**src/sv/normed_gradient_magnitude_core_assert.svh**
```systemverilog
// assertion macros for the normed gradient magnitude core
`ifndef NORMED_GRADIENT_MAGNITUDE_CORE_ASSERT_SVH
`define NORMED_GRADIENT_MAGNITUDE_CORE_ASSERT_SVH
`ifndef SYNTHESIS
`define NGM_ASSERT_HOLDS(lbl, expr) \
  lbl: assert property (@(posedge clk) disable iff (rst) (expr)) \
    else $error("ngm assertion failed");
`define NGM_ASSERT_IMPLIES(lbl, ante, cons) \
  lbl: assert property (@(posedge clk) disable iff (rst) (ante) |-> (cons)) \
    else $error("ngm assertion failed");
`define NGM_ASSERT_NEXT(lbl, ante, cons) \
  lbl: assert property (@(posedge clk) disable iff (rst) (ante) |=> (cons)) \
    else $error("ngm assertion failed");
`else
`define NGM_ASSERT_HOLDS(lbl, expr)
`define NGM_ASSERT_IMPLIES(lbl, ante, cons)
`define NGM_ASSERT_NEXT(lbl, ante, cons)
`endif
`endif

```
**src/sv/ngm_pkg.sv**
```systemverilog
// types and constants shared by the normed gradient magnitude core
package ngm_pkg;

  typedef struct packed {
    logic [7:0] pixel_red;
    logic [7:0] pixel_green;
    logic [7:0] pixel_blue;
  } pixel_t;

  typedef pixel_t in_word_t;

  typedef struct packed {
    logic [11:0] out_row;
    logic [9:0]  out_col;
    logic [7:0]  magnitude;
    logic        last_of_run;
    logic        frame_done;
  } out_word_t;

  // one line store entry: pixel of the latest row and of the row before at a column
  typedef struct packed {
    pixel_t newer;
    pixel_t older;
  } line_entry_t;

  typedef struct packed {
    logic row0;
    logic y_zero;
    logic first_col;
    logic second_col;
    logic last_col;
    logic last_row;
  } pos_flags_t;

  typedef struct packed {
    pixel_t      pix;
    pixel_t      cur0;
    pixel_t      cur1;
    logic [11:0] row;
    logic [9:0]  col;
    pos_flags_t  flags;
  } stage_word_t;

  typedef struct packed {
    out_word_t [2:0] word;
    logic [1:0]      count;
  } bundle_t;

  localparam int unsigned FRAME_WIDTH_W  = 11;
  localparam int unsigned FRAME_HEIGHT_W = 12;
  localparam int unsigned CFG_DATA_W     = 12;
  localparam int unsigned CFG_INDEX_W    = 2;

  localparam logic [CFG_INDEX_W-1:0] REG_FRAME_WIDTH  = 2'd0;
  localparam logic [CFG_INDEX_W-1:0] REG_FRAME_HEIGHT = 2'd1;
  localparam logic [CFG_INDEX_W-1:0] REG_COLOR_MODE   = 2'd2;

  localparam logic [FRAME_WIDTH_W-1:0]  RESET_FRAME_WIDTH  = 11'd1024;
  localparam logic [FRAME_HEIGHT_W-1:0] RESET_FRAME_HEIGHT = 12'd1024;

  localparam logic COLOR_MODE_MAX_CHANNEL = 1'b0;
  localparam logic COLOR_MODE_GREY        = 1'b1;

  localparam logic [7:0] MAG_MAX = 8'd255;

endpackage

```
**src/sv/ngm_grad.sv**
```systemverilog
// gradient stage: grey conversion, pixel distances and up to three magnitudes per pixel
module ngm_grad import ngm_pkg::*; (
  input  logic        clk,
  input  logic        rst,
  input  logic        color_mode,
  input  logic        in_valid,
  output logic        in_ready,
  input  stage_word_t stage,
  input  pixel_t      up,
  input  pixel_t      above,
  input  pixel_t      right,
  input  pixel_t      left,
  output logic        bnd_valid,
  input  logic        bnd_ready,
  output bundle_t     bnd
);

  function automatic logic [7:0] grey_of(pixel_t q);
    logic [21:0] acc;
    acc = 22'(q.pixel_blue) * 22'd1868 + 22'(q.pixel_green) * 22'd9617
        + 22'(q.pixel_red) * 22'd4899 + 22'd8192;
    return acc[21:14];
  endfunction

  // in grey mode the grey value sits in the blue lane, so max-channel distance applies
  function automatic pixel_t operand(pixel_t q, logic mode);
    pixel_t o;
    o = q;
    if (mode == COLOR_MODE_GREY) begin
      o.pixel_red   = 8'd0;
      o.pixel_green = 8'd0;
      o.pixel_blue  = grey_of(q);
    end
    return o;
  endfunction

  function automatic logic [7:0] absdiff8(logic [7:0] a, logic [7:0] b);
    return (a > b) ? (a - b) : (b - a);
  endfunction

  function automatic logic [7:0] pix_dist(pixel_t a, pixel_t b);
    logic [7:0] db;
    logic [7:0] dg;
    logic [7:0] dr;
    logic [7:0] m;
    db = absdiff8(a.pixel_blue, b.pixel_blue);
    dg = absdiff8(a.pixel_green, b.pixel_green);
    dr = absdiff8(a.pixel_red, b.pixel_red);
    m  = (dg > db) ? dg : db;
    m  = (dr > m) ? dr : m;
    return m;
  endfunction

  function automatic logic [7:0] sat_sum(logic [8:0] gx, logic [8:0] gy);
    logic [9:0] s;
    s = 10'(gx) + 10'(gy);
    return (s > 10'd255) ? MAG_MAX : s[7:0];
  endfunction

  logic        s2_valid;
  logic        s2_go;
  stage_word_t s2_word;
  pixel_t      op_up;
  pixel_t      op_above;
  pixel_t      op_right;
  pixel_t      op_left;

  logic [7:0] d_ru, d_ul, d_lr, d_pu, d_ap, d_pc0, d_c1p, d_c0l;
  logic [8:0] gx0, gy0, gx1, gy1, gx2, gy2;
  logic       has1;
  logic       has2;
  logic [1:0] count;
  out_word_t  r0, r1, r2;

  assign s2_go    = s2_valid && ((count == 2'd0) || bnd_ready);
  assign in_ready = !s2_valid || s2_go;

  always_ff @(posedge clk) begin
    if (rst) begin
      s2_valid <= 1'b0;
    end else if (in_ready) begin
      s2_valid <= in_valid;
    end
  end

  always_ff @(posedge clk) begin
    if (in_valid && in_ready) begin
      s2_word.pix   <= operand(stage.pix, color_mode);
      s2_word.cur0  <= operand(stage.cur0, color_mode);
      s2_word.cur1  <= operand(stage.cur1, color_mode);
      s2_word.row   <= stage.row;
      s2_word.col   <= stage.col;
      s2_word.flags <= stage.flags;
      op_up         <= operand(up, color_mode);
      op_above      <= operand(above, color_mode);
      op_right      <= operand(right, color_mode);
      op_left       <= operand(left, color_mode);
    end
  end

  always_comb begin
    d_ru  = pix_dist(op_right, op_up);
    d_ul  = pix_dist(op_up, op_left);
    d_lr  = pix_dist(op_left, op_right);
    d_pu  = pix_dist(s2_word.pix, op_up);
    d_ap  = pix_dist(op_above, s2_word.pix);
    d_pc0 = pix_dist(s2_word.pix, s2_word.cur0);
    d_c1p = pix_dist(s2_word.cur1, s2_word.pix);
    d_c0l = pix_dist(s2_word.cur0, op_left);

    // row above the arriving pixel
    if (s2_word.flags.first_col) begin
      gx0 = {d_ru, 1'b0};
    end else if (s2_word.flags.last_col) begin
      gx0 = {d_ul, 1'b0};
    end else begin
      gx0 = {1'b0, d_lr};
    end
    gy0 = s2_word.flags.y_zero ? {d_pu, 1'b0} : {1'b0, d_ap};

    // bottom row, one column behind
    gx1 = s2_word.flags.second_col ? {d_pc0, 1'b0} : {1'b0, d_c1p};
    gy1 = {d_c0l, 1'b0};

    // bottom-right corner
    gx2 = {d_pc0, 1'b0};
    gy2 = {d_pu, 1'b0};

    has1 = s2_word.flags.last_row && !s2_word.flags.first_col;
    has2 = s2_word.flags.last_row && s2_word.flags.last_col;

    if (s2_word.flags.row0) begin
      count = 2'd0;
    end else begin
      count = 2'd1 + 2'(has1) + 2'(has2);
    end

    r0.out_row     = s2_word.row - 12'd1;
    r0.out_col     = s2_word.col;
    r0.magnitude   = sat_sum(gx0, gy0);
    r0.last_of_run = !has1;
    r0.frame_done  = 1'b0;

    r1.out_row     = s2_word.row;
    r1.out_col     = s2_word.col - 10'd1;
    r1.magnitude   = sat_sum(gx1, gy1);
    r1.last_of_run = !has2;
    r1.frame_done  = 1'b0;

    r2.out_row     = s2_word.row;
    r2.out_col     = s2_word.col;
    r2.magnitude   = sat_sum(gx2, gy2);
    r2.last_of_run = 1'b1;
    r2.frame_done  = 1'b1;

    bnd.word  = {r2, r1, r0};
    bnd.count = count;
  end

  assign bnd_valid = s2_valid && (count != 2'd0);

endmodule

```
**config.mk**
```make
export PLATFORM = sky130hd
export DESIGN_NAME = ngm_grad
export DESIGN_NICKNAME = d
export VERILOG_FILES = /design/src/sv/normed_gradient_magnitude_core_assert.svh /design/src/sv/ngm_pkg.sv /design/src/sv/ngm_grad.sv
export SDC_FILE = /design/constraint.sdc
export NUM_CORES = 2
export LEC_CHECK = 0
export BUFFER_PORTS_ARGS = -buffer_cell sky130_fd_sc_hd__buf_2
export CAP_MARGIN = 10
export CORE_UTILIZATION = 59
export DETAILED_ROUTE_END_ITERATION = 7
export PLACE_DENSITY = 0.85
export SLEW_MARGIN = 20
export SYNTH_ARGS = -nofsm -noshare
export SYNTH_HDL_FRONTEND = slang
export SYNTH_SLANG_ARGS = --single-unit
```
**constraint.sdc**
```tcl
create_clock -name clk -period 10.8 [get_ports clk]
set_input_delay 0.54 -clock clk [delete_from_list [all_inputs] [get_ports clk]]
set_output_delay 0.54 -clock clk [all_outputs]
set_load 0.05 [all_outputs]
```
After elaboration in Yosys (flattened, before gate mapping). Index checks and enable logic that the tools add are counted. W data, S select, Z words.

Register bits: 197. Input bits: 201. Output and inout bits: 100.

Add/subtract/negate cells: 76. $mul: 21. $lt $le $gt $ge: 43. Mux-type cells: 55. Reductions and logical operators: 13.

Operators by type and width (number): $mux W8 (50); $sub A8 B8 Y8 (48); $gt A8 B8 Y1 (40); $add A19 B22 Y22 (7); $add A22 B14 Y22 const B (7); $add A22 B21 Y22 (7); $mul A8 B14 Y22 const B (7); $mul A8 B13 Y21 const B (7); $mul A8 B9 Y17 const B (7); $mux W9 (4); $add A9 B9 Y10 (3); $gt A10 B8 Y1 const B (3); $sub A12 B1 Y12 const B (1); $sub A10 B1 Y10 const B (1); $logic_and A1 B1 Y1 (5); $logic_not A1 Y1 (4); $add A1 B1 Y2 const A (1); $add A2 B1 Y2 (1); $logic_not A2 Y1 (1); $logic_or A1 B1 Y1 (2); $mux W2 (1); $reduce_bool A2 Y1 (1).

Logic depth before layout (Yosys ltp).
Word-level depth: 11. Mapped depth: 43. Mapped depth without buffers: 43.

Worst setup path before layout. OpenSTA, ideal clock, no wires.

Path kind: register -> register. Start: reg s2_valid. End: reg s2_word, in the netlist bnd[12], enable pin. Library setup time: 779 ps. Data arrival time: 9468 ps. Required time: 10021 ps. Setup slack: 552 ps. Stages on the path, launching flop included: 4. Clock period less this slack: 10248 ps. Path through: dfxtp_1 nor2b_1 nor2b_1 nor2b_1.

Cells in the longest elaborated chain, start to end: 3. Elaborated cells on any way between the ends: 4.

Ends and longest elaborated chain: start, declared (line ngm_grad.sv:60) `logic s2_valid;`; start signal, assigned (line ngm_grad.sv:82) `s2_valid <= in_valid;`; $logic_not A1 Y1 / $logic_and A1 B1 Y1 (equally long branches) (line ngm_grad.sv:76, ngm_grad.sv:75); $logic_or A1 B1 Y1 * (line ngm_grad.sv:76) `assign in_ready = !s2_valid || s2_go;`; $logic_and A1 B1 Y1 * (line ngm_grad.sv:87) `if (in_valid && in_ready) begin`; end, declared (line ngm_grad.sv:62) `stage_word_t s2_word;`.

Every way passes the cells marked *; elsewhere a longest branch is shown, timed or not. A chain may end at the register's enable or synchronous reset.

==> out/metrics.cfg <==
[yosys]
ys_seq_elements=197
synth_cell_types=93
ys_seq_area_frac=0.0951
synth_edf_count=196
ys.flop_type=edfxtp_1
avgSynthCellArea_sq_um=9.24
netlist_instances=6720
syn_area_sq_mm=0.0621
yosysWarnings=0
ys_async_sr_fraction=0

[floorplan]
core_sq_mm=0.104
start_util=0.597
die_h_um=326
die_w_um=326
num_rows=118
die_area_sq_mm=0.107
ios=301

[drt]
via_count=48734
drc=0
drtIter0Drc=3630
dr.pass1.iters=6
ant_nets=0
wl_per_cell_um=20.9
vias_per_cell=5.82
drt_wl_total_mm=175

[clocking]
cts_root_buf=clkbuf_16
cts_tree=built
clk_pin_slew_worst_paths_ns=0.09
clock-sinks=197
clock_latency_ns=0.53
clk_path_buf_depth=2
ctsHtreeMaxLevel=4
postCtsHoldBufs=0
cts_inserted_buffers=17

[layout]
nNetsFinal=9346
areaGrowthSynthToFinish_pct=6.15
stdcell_count=8371
drive_above_1_share=0.0833

[timing]
fin_skew_ns=0.0185
worst_pin_slew_ns=1.08
fin_tns_setup_ns=0
grt_setup_unrepaired=yes
finalCritPeriodShare=0.956
min_period_ns=10.32
hold_viol=0
max-slew-margin-rel=0.278
slew_violations=0
max_freq_mhz=96.9
finalSetupViolCount=0

[hold_path]
worstHoldPathType=in2reg
min_to=s2_valid
hold_start=rst
whs_path_depth=2

[placed_design]
dp_hpwl_mm=153
place_congestion=1.05
io_buffers=296
place_inst=8309

[setup_path]
rr_startpoint=s2_word[5]
reg2reg_depth=5
critPathRequiredTime_ns=10.26
worst_setup_path_end_kind=primary output
worstSetupPathType=reg2out
slowest_delay_ns=0.59
cp_common_cell=o21ai_0
cp.arrival_ns=9.78
r2r_setup_slack_ns=8.27
start_kind=flip-flop
r2r_end=s2_word[46]
cp_max_fo=10
slowest_stage=o21ai_0

[global_route]
antenna_found_initial=11
grt_usage=0.328
grt_overflow=0
grt_max_degree=159
grt_pass1_vias=49734
grt_pass1_wl_mm=273

[job]
maxCapViolCount=0

[run_status]
outcome=finished, final reports clean

==> registers in the layout, summed over array words and instances, names as in the netlist <==
name	count
s2_valid	1
bnd	22
op_right	24
op_up	24
s2_word	78
op_above	24
op_left	24
==> per-layer routing <==
| layer | share of wire | vias up | track usage | wire (um) |
|---|---|---|---|---|
| li1 | - | 22745 | - | - |
| met1 | 0.43 | 23768 | 0.443 | 74900 |
| met2 | 0.46 | 1848 | 0.541 | 80500 |
| met3 | 0.073 | 367 | 0.0457 | 12800 |
| met4 | 0.037 | 6 | 0.113 | 6380 |
| met5 | 0.00021 | - | 0 | 37 |
==> worst max-delay path by stage <==
stage | start | endpoint | slack [ns]
floorplan | s2_valid | bnd[12] | 0.55
global placement | op_left[9] | bnd[6] | 0.78
detailed placement | op_left[9] | bnd[6] | 0.67
CTS | op_left[9] | bnd[6] | 0.06
global route | op_up[8] | bnd[6] | -0.02
finish | s2_word[77] | bnd[8] | 0.48
==> synthesized netlist by cell type, types with 126 or more instances <==
cell type  count  area [sq um]
a21o_1       135          1010
a21oi_1      278          1390
edfxtp_1     196          5890
fa_1         660         13200
ha_1        1511         18900
inv_1       1616          6070
mux2i_1      164          1640
nand2_1      215           807
nor2_1       250           938
nor2b_1      126           788
o21ai_0      237          1190
xnor2_1      227          1990
==> layout make-up <==
class                           instances  area (sq um)
Tap cell                             1380          1730
Clock buffer                           17           425
Multi-Input combinational cell       4798         49700
Timing Repair Buffer                  344          1860
Inverter                             1616          6070
Fill cell                            8304         38100
Sequential cell                       197          5910
Clock inverter                         15           218
Antenna cell                            4          10.0
==> metrics by stage <==
| stage | setup WS (ns) | util | hold WS (ns) | cell area (sq um) |
|---|---|---|---|---|
| 6_report | 0.477 | 0.634 | 0.172 | 65900 |
| 5_1_grt | -0.0239 | 0.634 | 0.175 | 65900 |
| 4_1_cts | 0.0599 | 0.630 | 0.153 | 65500 |
| 3_5_place_dp | 0.674 | 0.624 | 0.711 | 64900 |
| 3_3_place_gp | 0.779 | 0.624 | 0.699 | 64900 |
| 2_1_floorplan | 0.552 | - | 0.612 | 62100 |
==> kinds of logic (layout without fill, tap and decap cells) <==
group | after synthesis | after routing | share of synthesized area
adders and majority gates | 2171 | 2171 | 0.517
buffers and inverters | 1727 | 1992 | 0.108
other | 2 | 8 | 0.000121
DFF | 197 | 197 | 0.0951
xor gates and xnor gates | 315 | 315 | 0.0444
AOI/OAI and AO/OA | 1036 | 1036 | 0.109
and+or+nand+nor | 1017 | 1017 | 0.0825
muxes | 255 | 255 | 0.0432
==> placed cells by master, fill, tap and decap left out, types with 11 or more instances in the layout <==
master and instances:
mux2i_1 158, nand3_1 86, nand2_1 212, a21boi_0 18
a211oi_1 35, o221ai_1 20, a31oi_1 21, nand4_1 55
inv_1 1616, buf_4 47, a21oi_1 273, clkbuf_16 17
nor3_1 70, o21a_1 54, a221oi_1 20, a21o_1 134
or2_2 32, a31o_2 17, nor2_1 250, or3_1 17
and4_1 15, and2_1 24, ha_1 1510, edfxtp_1 196
o31ai_1 15, fa_1 660, o21ai_0 231, nand2b_1 34
and3_1 35, o211ai_1 16, o21bai_1 35, or4_1 12
xor2_1 87, nor2b_1 124, buf_2 295, mux2_2 89
o311ai_0 11, xnor2_1 223
==> worst max-delay path, delay by kind of cell (launching register included) <==
kind                     cells  cell delay [ns]
AO/OA/AOI/OAI               19             3.95
XOR/XNOR                     1             0.24
buffers and inverters        7             1.34
adder cells (fa/ha/maj)      4             1.39
multiplexers                 1             0.37
AND/OR/NAND/NOR              8             1.42
flip-flops                   1             0.51
==> what timing repair did <==
item                                    CTS  global route
endpoints found under the setup margin    0            24
buffers inserted                          0            25
resized for setup                         0            41
Power is not shown: default switching activity piles up to over one toggle a cycle in this logic, so the estimate is an artifact.
