[src/sv/normed_gradient_magnitude_core_assert.svh]
// assertion macros for the normed gradient magnitude core
`ifndef NORMED_GRADIENT_MAGNITUDE_CORE_ASSERT_SVH
`define NORMED_GRADIENT_MAGNITUDE_CORE_ASSERT_SVH
`ifndef SYNTHESIS
`define NGM_ASSERT_HOLDS(lbl, expr) \
  lbl: assert property (@(posedge clk) disable iff (rst) (expr)) \
    else $error("ngm assertion failed");
`define NGM_ASSERT_IMPLIES(lbl, ante, cons) \
  lbl: assert property (@(posedge clk) disable iff (rst) (ante) |-> (cons)) \
    else $error("ngm assertion failed");
`define NGM_ASSERT_NEXT(lbl, ante, cons) \
  lbl: assert property (@(posedge clk) disable iff (rst) (ante) |=> (cons)) \
    else $error("ngm assertion failed");
`else
`define NGM_ASSERT_HOLDS(lbl, expr)
`define NGM_ASSERT_IMPLIES(lbl, ante, cons)
`define NGM_ASSERT_NEXT(lbl, ante, cons)
`endif
`endif

[src/sv/ngm_pkg.sv]
// types and constants shared by the normed gradient magnitude core
package ngm_pkg;

  typedef struct packed {
    logic [7:0] pixel_red;
    logic [7:0] pixel_green;
    logic [7:0] pixel_blue;
  } pixel_t;

  typedef pixel_t in_word_t;

  typedef struct packed {
    logic [11:0] out_row;
    logic [9:0]  out_col;
    logic [7:0]  magnitude;
    logic        last_of_run;
    logic        frame_done;
  } out_word_t;

  // one line store entry: pixel of the latest row and of the row before at a column
  typedef struct packed {
    pixel_t newer;
    pixel_t older;
  } line_entry_t;

  typedef struct packed {
    logic row0;
    logic y_zero;
    logic first_col;
    logic second_col;
    logic last_col;
    logic last_row;
  } pos_flags_t;

  typedef struct packed {
    pixel_t      pix;
    pixel_t      cur0;
    pixel_t      cur1;
    logic [11:0] row;
    logic [9:0]  col;
    pos_flags_t  flags;
  } stage_word_t;

  typedef struct packed {
    out_word_t [2:0] word;
    logic [1:0]      count;
  } bundle_t;

  localparam int unsigned FRAME_WIDTH_W  = 11;
  localparam int unsigned FRAME_HEIGHT_W = 12;
  localparam int unsigned CFG_DATA_W     = 12;
  localparam int unsigned CFG_INDEX_W    = 2;

  localparam logic [CFG_INDEX_W-1:0] REG_FRAME_WIDTH  = 2'd0;
  localparam logic [CFG_INDEX_W-1:0] REG_FRAME_HEIGHT = 2'd1;
  localparam logic [CFG_INDEX_W-1:0] REG_COLOR_MODE   = 2'd2;

  localparam logic [FRAME_WIDTH_W-1:0]  RESET_FRAME_WIDTH  = 11'd1024;
  localparam logic [FRAME_HEIGHT_W-1:0] RESET_FRAME_HEIGHT = 12'd1024;

  localparam logic COLOR_MODE_MAX_CHANNEL = 1'b0;
  localparam logic COLOR_MODE_GREY        = 1'b1;

  localparam logic [7:0] MAG_MAX = 8'd255;

endpackage

[src/sv/ngm_out_seq.sv]
// output register that hands out the words of one pixel's run in order
module ngm_out_seq import ngm_pkg::*; (
  input  logic      clk,
  input  logic      rst,
  input  logic      bnd_valid,
  output logic      bnd_ready,
  input  bundle_t   bnd,
  output logic      result_valid,
  input  logic      result_ready,
  output out_word_t result
);

  bundle_t    held;
  logic [1:0] idx;
  logic       busy;
  logic       at_last;

  assign at_last   = (idx == held.count - 2'd1);
  assign bnd_ready = !busy || (result_ready && at_last);

  always_ff @(posedge clk) begin
    if (rst) begin
      busy <= 1'b0;
      idx  <= 2'd0;
    end else if (bnd_valid && bnd_ready) begin
      busy <= 1'b1;
      idx  <= 2'd0;
    end else if (busy && result_ready) begin
      if (at_last) begin
        busy <= 1'b0;
      end else begin
        idx <= idx + 2'd1;
      end
    end
  end

  always_ff @(posedge clk) begin
    if (bnd_valid && bnd_ready) begin
      held <= bnd;
    end
  end

  assign result_valid = busy;
  assign result       = held.word[idx];

endmodule

[config.mk]
export PLATFORM = sky130hd
export DESIGN_NAME = ngm_out_seq
export DESIGN_NICKNAME = d
export VERILOG_FILES = /design/src/sv/normed_gradient_magnitude_core_assert.svh /design/src/sv/ngm_pkg.sv /design/src/sv/ngm_out_seq.sv
export SDC_FILE = /design/constraint.sdc
export NUM_CORES = 1
export LEC_CHECK = 0
export CAP_MARGIN = 20
export CORE_MARGIN = 2
export CORE_UTILIZATION = 40
export CTS_CLUSTER_DIAMETER = 80
export CTS_CLUSTER_SIZE = 10
export DETAILED_ROUTE_END_ITERATION = 7
export DONT_BUFFER_PORTS = 1
export SYNTH_ARGS = -nofsm -noshare
export SYNTH_HDL_FRONTEND = slang
export SYNTH_SLANG_ARGS = --single-unit
[constraint.sdc]
create_clock -name clk -period 4.42 [get_ports clk]
set_input_delay 0.221 -clock clk [delete_from_list [all_inputs] [get_ports clk]]
set_output_delay 0.221 -clock clk [all_outputs]
set_load 0.1 [all_outputs]
Yosys cells after proc, flatten, opt, wreduce, memory -nomap -nowiden

Cells that the tools add are included.
W data, S select, Z words.

Mux-type cells: 5
Reductions and logical operators: 10
$lt $le $gt $ge: 1
Equality and inequality tests: 1
Bitwise gates (word level): 1
Add/subtract/negate cells: 2

Operator list:

| cell                  | number |
|---|---|
| $bmux W32 S2          | 1 |
| $mux W32              | 1 |
| $reduce_and A2 Y1     | 2 |
| $reduce_bool A2 Y1    | 2 |
| $logic_and A1 B1 Y1   | 3 |
| $lt A2 B3 Y1 const B  | 1 |
| $mux W1               | 3 |
| $add A2 B1 Y2 const B | 1 |
| $eq A2 B2 Y1          | 1 |
| $reduce_or A2 Y1      | 1 |
| $sub A2 B1 Y2 const B | 1 |
| $logic_not A1 Y1      | 1 |
| $logic_or A1 B1 Y1    | 1 |
| $not A1 Y1            | 1 |

Register bits: 101
Word-level logic and storage cells: 38
Bits of input ports: 102

Longest topological paths before layout

Gate-level depths: netlist of the first run.

Depth in word-level cells: 7
Mapped depth: 6
Gate-level depth less buffers: 3

Least setup slack after synthesis of the first run

Ideal clock, no wire load.

Path kind: flip-flop to output port
Start point: reg held[1] in the netlist's numbering
End point: out bnd_ready
Path slack: 1.338 ns
Arrival: 2.861 ns
Required time: 4.199 ns
Cell stages (with the launch flop): 4
Cells stage by stage: edfxtp_1 > xnor2_4 > mux2i_1 > o21ai_0

Word-level cells in the longest chain between the ends: 4

RTL lines:

| element                  | RTL line          | source |
|---|---|---|
| start: declaration       | ngm_out_seq.sv:13 | `bundle_t held;` |
| start signal: assignment | ngm_out_seq.sv:39 | `held <= bnd;` |
| $sub A2 B1 Y2            | ngm_out_seq.sv:18 | `assign at_last = (idx == held.count - 2'd1);` |
| $eq A2 B2 Y1             | ngm_out_seq.sv:18 |  |
| $logic_and A1 B1 Y1      | ngm_out_seq.sv:19 | `assign bnd_ready = !busy \|\| (result_ready && at_last);` |
| $logic_or A1 B1 Y1       | ngm_out_seq.sv:19 |  |
| end: declaration         | ngm_out_seq.sv:6  | `output logic bnd_ready,` |

No other way between the ends.

==> metrics.cfg, run 1 <==
[timing]
rsz0062_at_grt=false
post-route-period-util_pct=62.4
slew_violations=0
finalSetupTns_ps=0
finalHoldViolCount=0
tightestPinTransition_ps=1150
fmax_mhz=363
setup_violations=0
holdWs_ps=94.1
min_period_ps=2760
maxSlewHeadroom_pct=23.6
skew_ps=10.0

[detailed_routing]
detail_route.vias_per_cell=4.86
wl_mm=8.33
vias=2320
wl_per_cell_um=17.5
postRouteAntennaNets=0
drc=0
drt_iter0_markers=62
detail_route.first_pass.iterations=4

[die]
chipWidth_um=103
core_um2=9640
io_pins=136
rows=36
die_y_um=103
dieArea_um2=10600
initial_utilization_pct=40.5

[cts]
htree_levels=3
clock_sinks=101
clockBufferDepth=2
cts_setup_buffers=0
cts_tree=built
cts_hold_buf=100
post_cts_resized=0
ctsRootBufferMaster=clkbuf_8
path_clk_slew_ps=90
clkLatencyLatePin_ps=350
cts_buffers=9

[placement]
dp.cells=361
placed_area_um2=4150
dp_hpwl_mm=4.47
io_buffers=0
gp_congestion=0.703

[grt]
gr-total-overflow=0
grt_usage_pct=15.7
grt_pass1_wl_mm=12.1
grt_max_degree=99
grt_pass1_vias=2509
antenna_found_initial=0

[pwr]
powerDensity_nw_per_um2=401
seqPwrFrac_pct=53.6
pwr-share-clk_pct=25.8
pwr-share-comb_pct=20.6
leakagePower_nw=1.77
switchingPower_mw=0.654
intPower_mw=1.50
swShare_pct=30.4
peakVddDrop_v=0.000257

[final_layout]
syn2layout_area_growth_pct=37.3
finalInstanceArea_um2=5360
n_fill_cell=774
multiInputGateArea_um2=938
final_nets=442
fin_cells=477
final-seq-area_um2=3010
insertedDiodeCount=0
drive_gt1_share_pct=16.3

[yosys]
yosysSeqAreaShare_pct=76.9
synth_seq_cells=101
netlist_top_cells_area=edfxtp_1 75%, mux2i_1 9.2%, o21ai_1 3.7%
synth_area_um2=3900
syn-num-nets=338
syn_avg_cell_area_um2=16.5
synth_cell_types=24
synth_area_leader_cell=edfxtp_1
yosysWarnings=0
yosysTopAreaCellShare_pct=75.4
synthCells=236

[flow_run]
cap_viol_max_count=0

[status]
outcome=completed

[hold_path]
hp-class=in2reg

[critical_path]
start_kind=register
arrival_ps=2540
worstPathRequired_ps=4200
worstSetupPathType=reg2out
cp-end-kind=primary output
cp_max_fo=35

## worst paths after layout
kind                     start  depth (start not counted)            to  slack (ps)
hold / removal    result_ready                          2  result_valid          90
setup / recovery        idx[1]                          5    result[26]        1660
setup reg to reg       held[1]                          4      held[57]        2210
hold reg to reg         idx[0]                          3        idx[1]         730
## power by group through the flow
| stage | logic [mW] | registers [mW] | clock network (mW) |
|---|---|---|---|
| 3_3_place_gp | 0.361 | 1.17 | 0 |
| 3_5_place_dp | 0.364 | 1.18 | 0 |
| 4_1_cts | 0.437 | 1.15 | 0.569 |
| 5_1_grt | 0.459 | 1.16 | 0.607 |
| 6_report | 0.442 | 1.15 | 0.555 |
| 2_1_floorplan | 0.321 | 1.18 | 0 |
## Yosys cell counts
library cell / instances
buf_2: 4
xnor2_4: 1
nand2_1: 32
a21o_2: 1
mux2i_1: 36
or3b_1: 1
nand3_1: 2
clkbuf_1: 3
o31a_1: 1
dfxtp_1: 3
nand3b_1: 1
buf_4: 1
o21ai_1: 29
inv_1: 3
nand4b_1: 2
nor3b_1: 1
edfxtp_1: 98
o21ai_0: 5
nor2b_1: 4
a21oi_1: 1
a21o_1: 1
buf_6: 4
a2111oi_2: 1
a31oi_1: 1
## registers in the layout, indices dropped and copies added (netlist names)
name and flops:
idx 2, held 98, result_valid 1
## placed cells by master, fill, tap and decap left out, types with 2 or more instances in the layout
master         instances
o21ai_2               33
nand2_1               32
buf_4                  4
clkbuf_8               9
edfxtp_1              98
nand3_1                2
dfxtp_2                2
mux2i_1               36
nor2b_1                3
inv_1                  3
nand4b_1               2
clkinv_1               2
dlygate4sd3_1        100
## metal layers
metal  global-route usage, %  routed length, um  vias to the layer above
met1                    17.0               3220                     1143
met5                       0                  0                        -
met2                    29.1               4690                       67
met4                    6.98                 82                        0
li1                        -                  -                     1103
met3                    3.93                336                        7
## per-stage QoR
stage	power, mW	utilization, %	worst slack (ps)
CTS	2.16	55.3	1600
floorplan	1.50	-	1340
global route	2.23	55.6	1510
global placement	1.53	43.1	2020
detailed placement	1.54	43.1	2010
finish	2.15	55.6	1660
## cell families (layout without fill, tap and decap cells)
kind of cell / count (synthesis) / count (layout) / synth area share [%]
muxes: 36 / 36 / 9.23
and+or+nand+nor: 43 / 43 / 5.03
xor gates and xnor gates: 1 / 1 / 0.705
DFF: 101 / 101 / 76.9
buffers and inverters: 15 / 123 / 2.44
AOI/OAI and AO/OA: 40 / 40 / 5.67
## final cells by class
class	instances	share of cell area, %
clock buffers	10	2.38
clock inverters	5	0.957
inverters	3	0.210
multi-input cells	120	17.5
flip-flops and latches	101	56.1
well taps	133	3.11
repair buffers	105	19.8
## critical path, cell delays in order, from the launching register on
cell and delay, ps:
dfxtp_2 390, buf_4 540, nor2b_2 250, buf_4 380, nand2_1 120, o21ai_2 440
(Power assumes the default switching activity.)
==> run 2: changes to the inputs <==
clock period = 2.3 ns   (was 4.42 ns; I/O delays follow)
==> metrics.cfg, run 2 <==
[yosys]
ys_top_cells_by_count=98 x edfxtp_1, 36 x mux2i_1, 32 x nand2_1, 29 x o21ai_1, 5 x o21ai_0
syn-num-nets=338  ; unchanged
yosysSeqAreaShare_pct=76.9  ; unchanged
synth-simple-area-share_pct=5.03  ; unchanged
synthArstFlopShare_pct=0  ; unchanged
synth-adder-area-share_pct=0  ; unchanged
yosysWarnings=0  ; unchanged
synth_area_um2=3900  ; unchanged
synth_top_flop_cell=edfxtp_1
synth_top_family_by_area=multiplexers
yosysTopAreaCellShare_pct=75.4  ; unchanged
synth_seq_cells=101  ; unchanged
synth_cell_types=24  ; unchanged
synth_compound_area_share_pct=5.67  ; unchanged
synth_xor_area_share_pct=0.705  ; unchanged
synthCells=236  ; unchanged
netlist_top_cells_area=edfxtp_1 75%, mux2i_1 9.2%, o21ai_1 3.7%
syn_avg_cell_area_um2=16.5  ; unchanged
synth_area_leader_cell=edfxtp_1
muxShareOfSynthArea_pct=9.23  ; unchanged
synth-edff-count=98  ; unchanged
yosysMostFrequentCell=edfxtp_1

[status]
outcome=did not finish
failing_step=clock tree synthesis (4_1_cts)
firstError=[ERROR RSZ-0060] Max buffer count reached.

[cts]
cts_setup_buffers=0  ; unchanged
ctsRootBufferMaster=clkbuf_8
clock_sinks=101  ; unchanged
htree_levels=3  ; unchanged
post_cts_resized=0  ; unchanged
cts_hold_buf=101  ; +1.0%
clockBufferDepth=2  ; unchanged
cts_buffers=9  ; unchanged

[placement]
placed_area_um2=4840  ; +17%
io_buffers=0  ; unchanged
gp_congestion=0.782  ; +11%
dp_hpwl_mm=5.10  ; +14%

[die]
die_y_um=103  ; unchanged
io_pins=136  ; unchanged
chipWidth_um=103  ; unchanged
initial_utilization_pct=40.5  ; unchanged
rows=36  ; unchanged

## run 2: cells by family after synthesis
| family | after synthesis |
|---|---|
| AOI/OAI and AO/OA | 40 |
| muxes | 36 |
| and+or+nand+nor | 43 |
| DFF | 101 |
| xor gates and xnor gates | 1 |
| buffers and inverters | 15 |
## run 2: through the flow
| step | hold slack [ps] | cells | setup WS (ps) |
|---|---|---|---|
| floorplan | 184 | 236 | 26.5 |
| detailed placement | 183 | 398 | 440 |
| global placement | 179 | 398 | 497 |
==> run 3: changes to the inputs <==
CORE_UTILIZATION = 25   (was 40)
CTS_CLUSTER_DIAMETER = default   (was 80)
CTS_CLUSTER_SIZE = default   (was 10)
PLACE_DENSITY_LB_ADDON = 0.15   (was default)
clock period = 3 ns   (was 2.3 ns; I/O delays follow)
==> metrics.cfg, run 3 <==
[yosys]
synth_area_leader_cell=edfxtp_1
muxShareOfSynthArea_pct=9.23  ; unchanged
yosysWarnings=0  ; unchanged
synth-simple-area-share_pct=5.03  ; unchanged
synth_top_family_by_area=multiplexers
synthCells=236  ; unchanged
syn_avg_cell_area_um2=16.5  ; unchanged
yosysMostFrequentCell=edfxtp_1
synth_top_flop_cell=edfxtp_1
synth_xor_area_share_pct=0.705  ; unchanged
synth-adder-area-share_pct=0  ; unchanged
syn-num-nets=338  ; unchanged
netlist_top_cells_area=edfxtp_1 75%, mux2i_1 9.2%, o21ai_1 3.7%
ys_top_cells_by_count=98 x edfxtp_1, 36 x mux2i_1, 32 x nand2_1, 29 x o21ai_1, 5 x o21ai_0
yosysTopAreaCellShare_pct=75.4  ; unchanged
synth_cell_types=24  ; unchanged
synthArstFlopShare_pct=0  ; unchanged
synth_area_um2=3900  ; unchanged
yosysSeqAreaShare_pct=76.9  ; unchanged
synth_compound_area_share_pct=5.67  ; unchanged
synth-edff-count=98  ; unchanged
synth_seq_cells=101  ; unchanged

[cts]
cts_setup_buffers=0  ; unchanged
ctsRootBufferMaster=clkbuf_16
post_cts_resized=0  ; unchanged
htree_levels=3  ; unchanged
clockBufferDepth=2  ; unchanged
cts_hold_buf=101  ; unchanged
cts_buffers=9  ; unchanged
clock_sinks=101  ; unchanged

[placement]
gp_congestion=0.675  ; -14%
io_buffers=0  ; unchanged
dp_hpwl_mm=5.58  ; +9.5%

[status]
outcome=did not finish
firstError=[ERROR RSZ-0060] Max buffer count reached.
failing_step=clock tree synthesis (4_1_cts)

[die]
die_y_um=129  ; +25%
initial_utilization_pct=25.6  ; -15 points
chipWidth_um=129  ; +25%
io_pins=136  ; unchanged
rows=45  ; +25%

run 3: cell counts after synthesis:
Identical to the previous run, type by type.
run 3: cell families after synthesis:
kind of cell / count (synthesis)
flops: 101
simple gates: 43
buf+inv: 15
xor+xnor: 1
mux: 36
compound gates: 40
run 3: stage by stage:
| step | hold slack, ps | util, % | instances | worst slack, ps | area [um2] |
|---|---|---|---|---|---|
| 2_1_floorplan | 219 | - | 236 | 102 | 3900 |
| 3_5_place_dp | 226 | 29.4 | 469 | 836 | 4490 |
| 3_3_place_gp | 227 | 29.4 | 469 | 859 | 4490 |
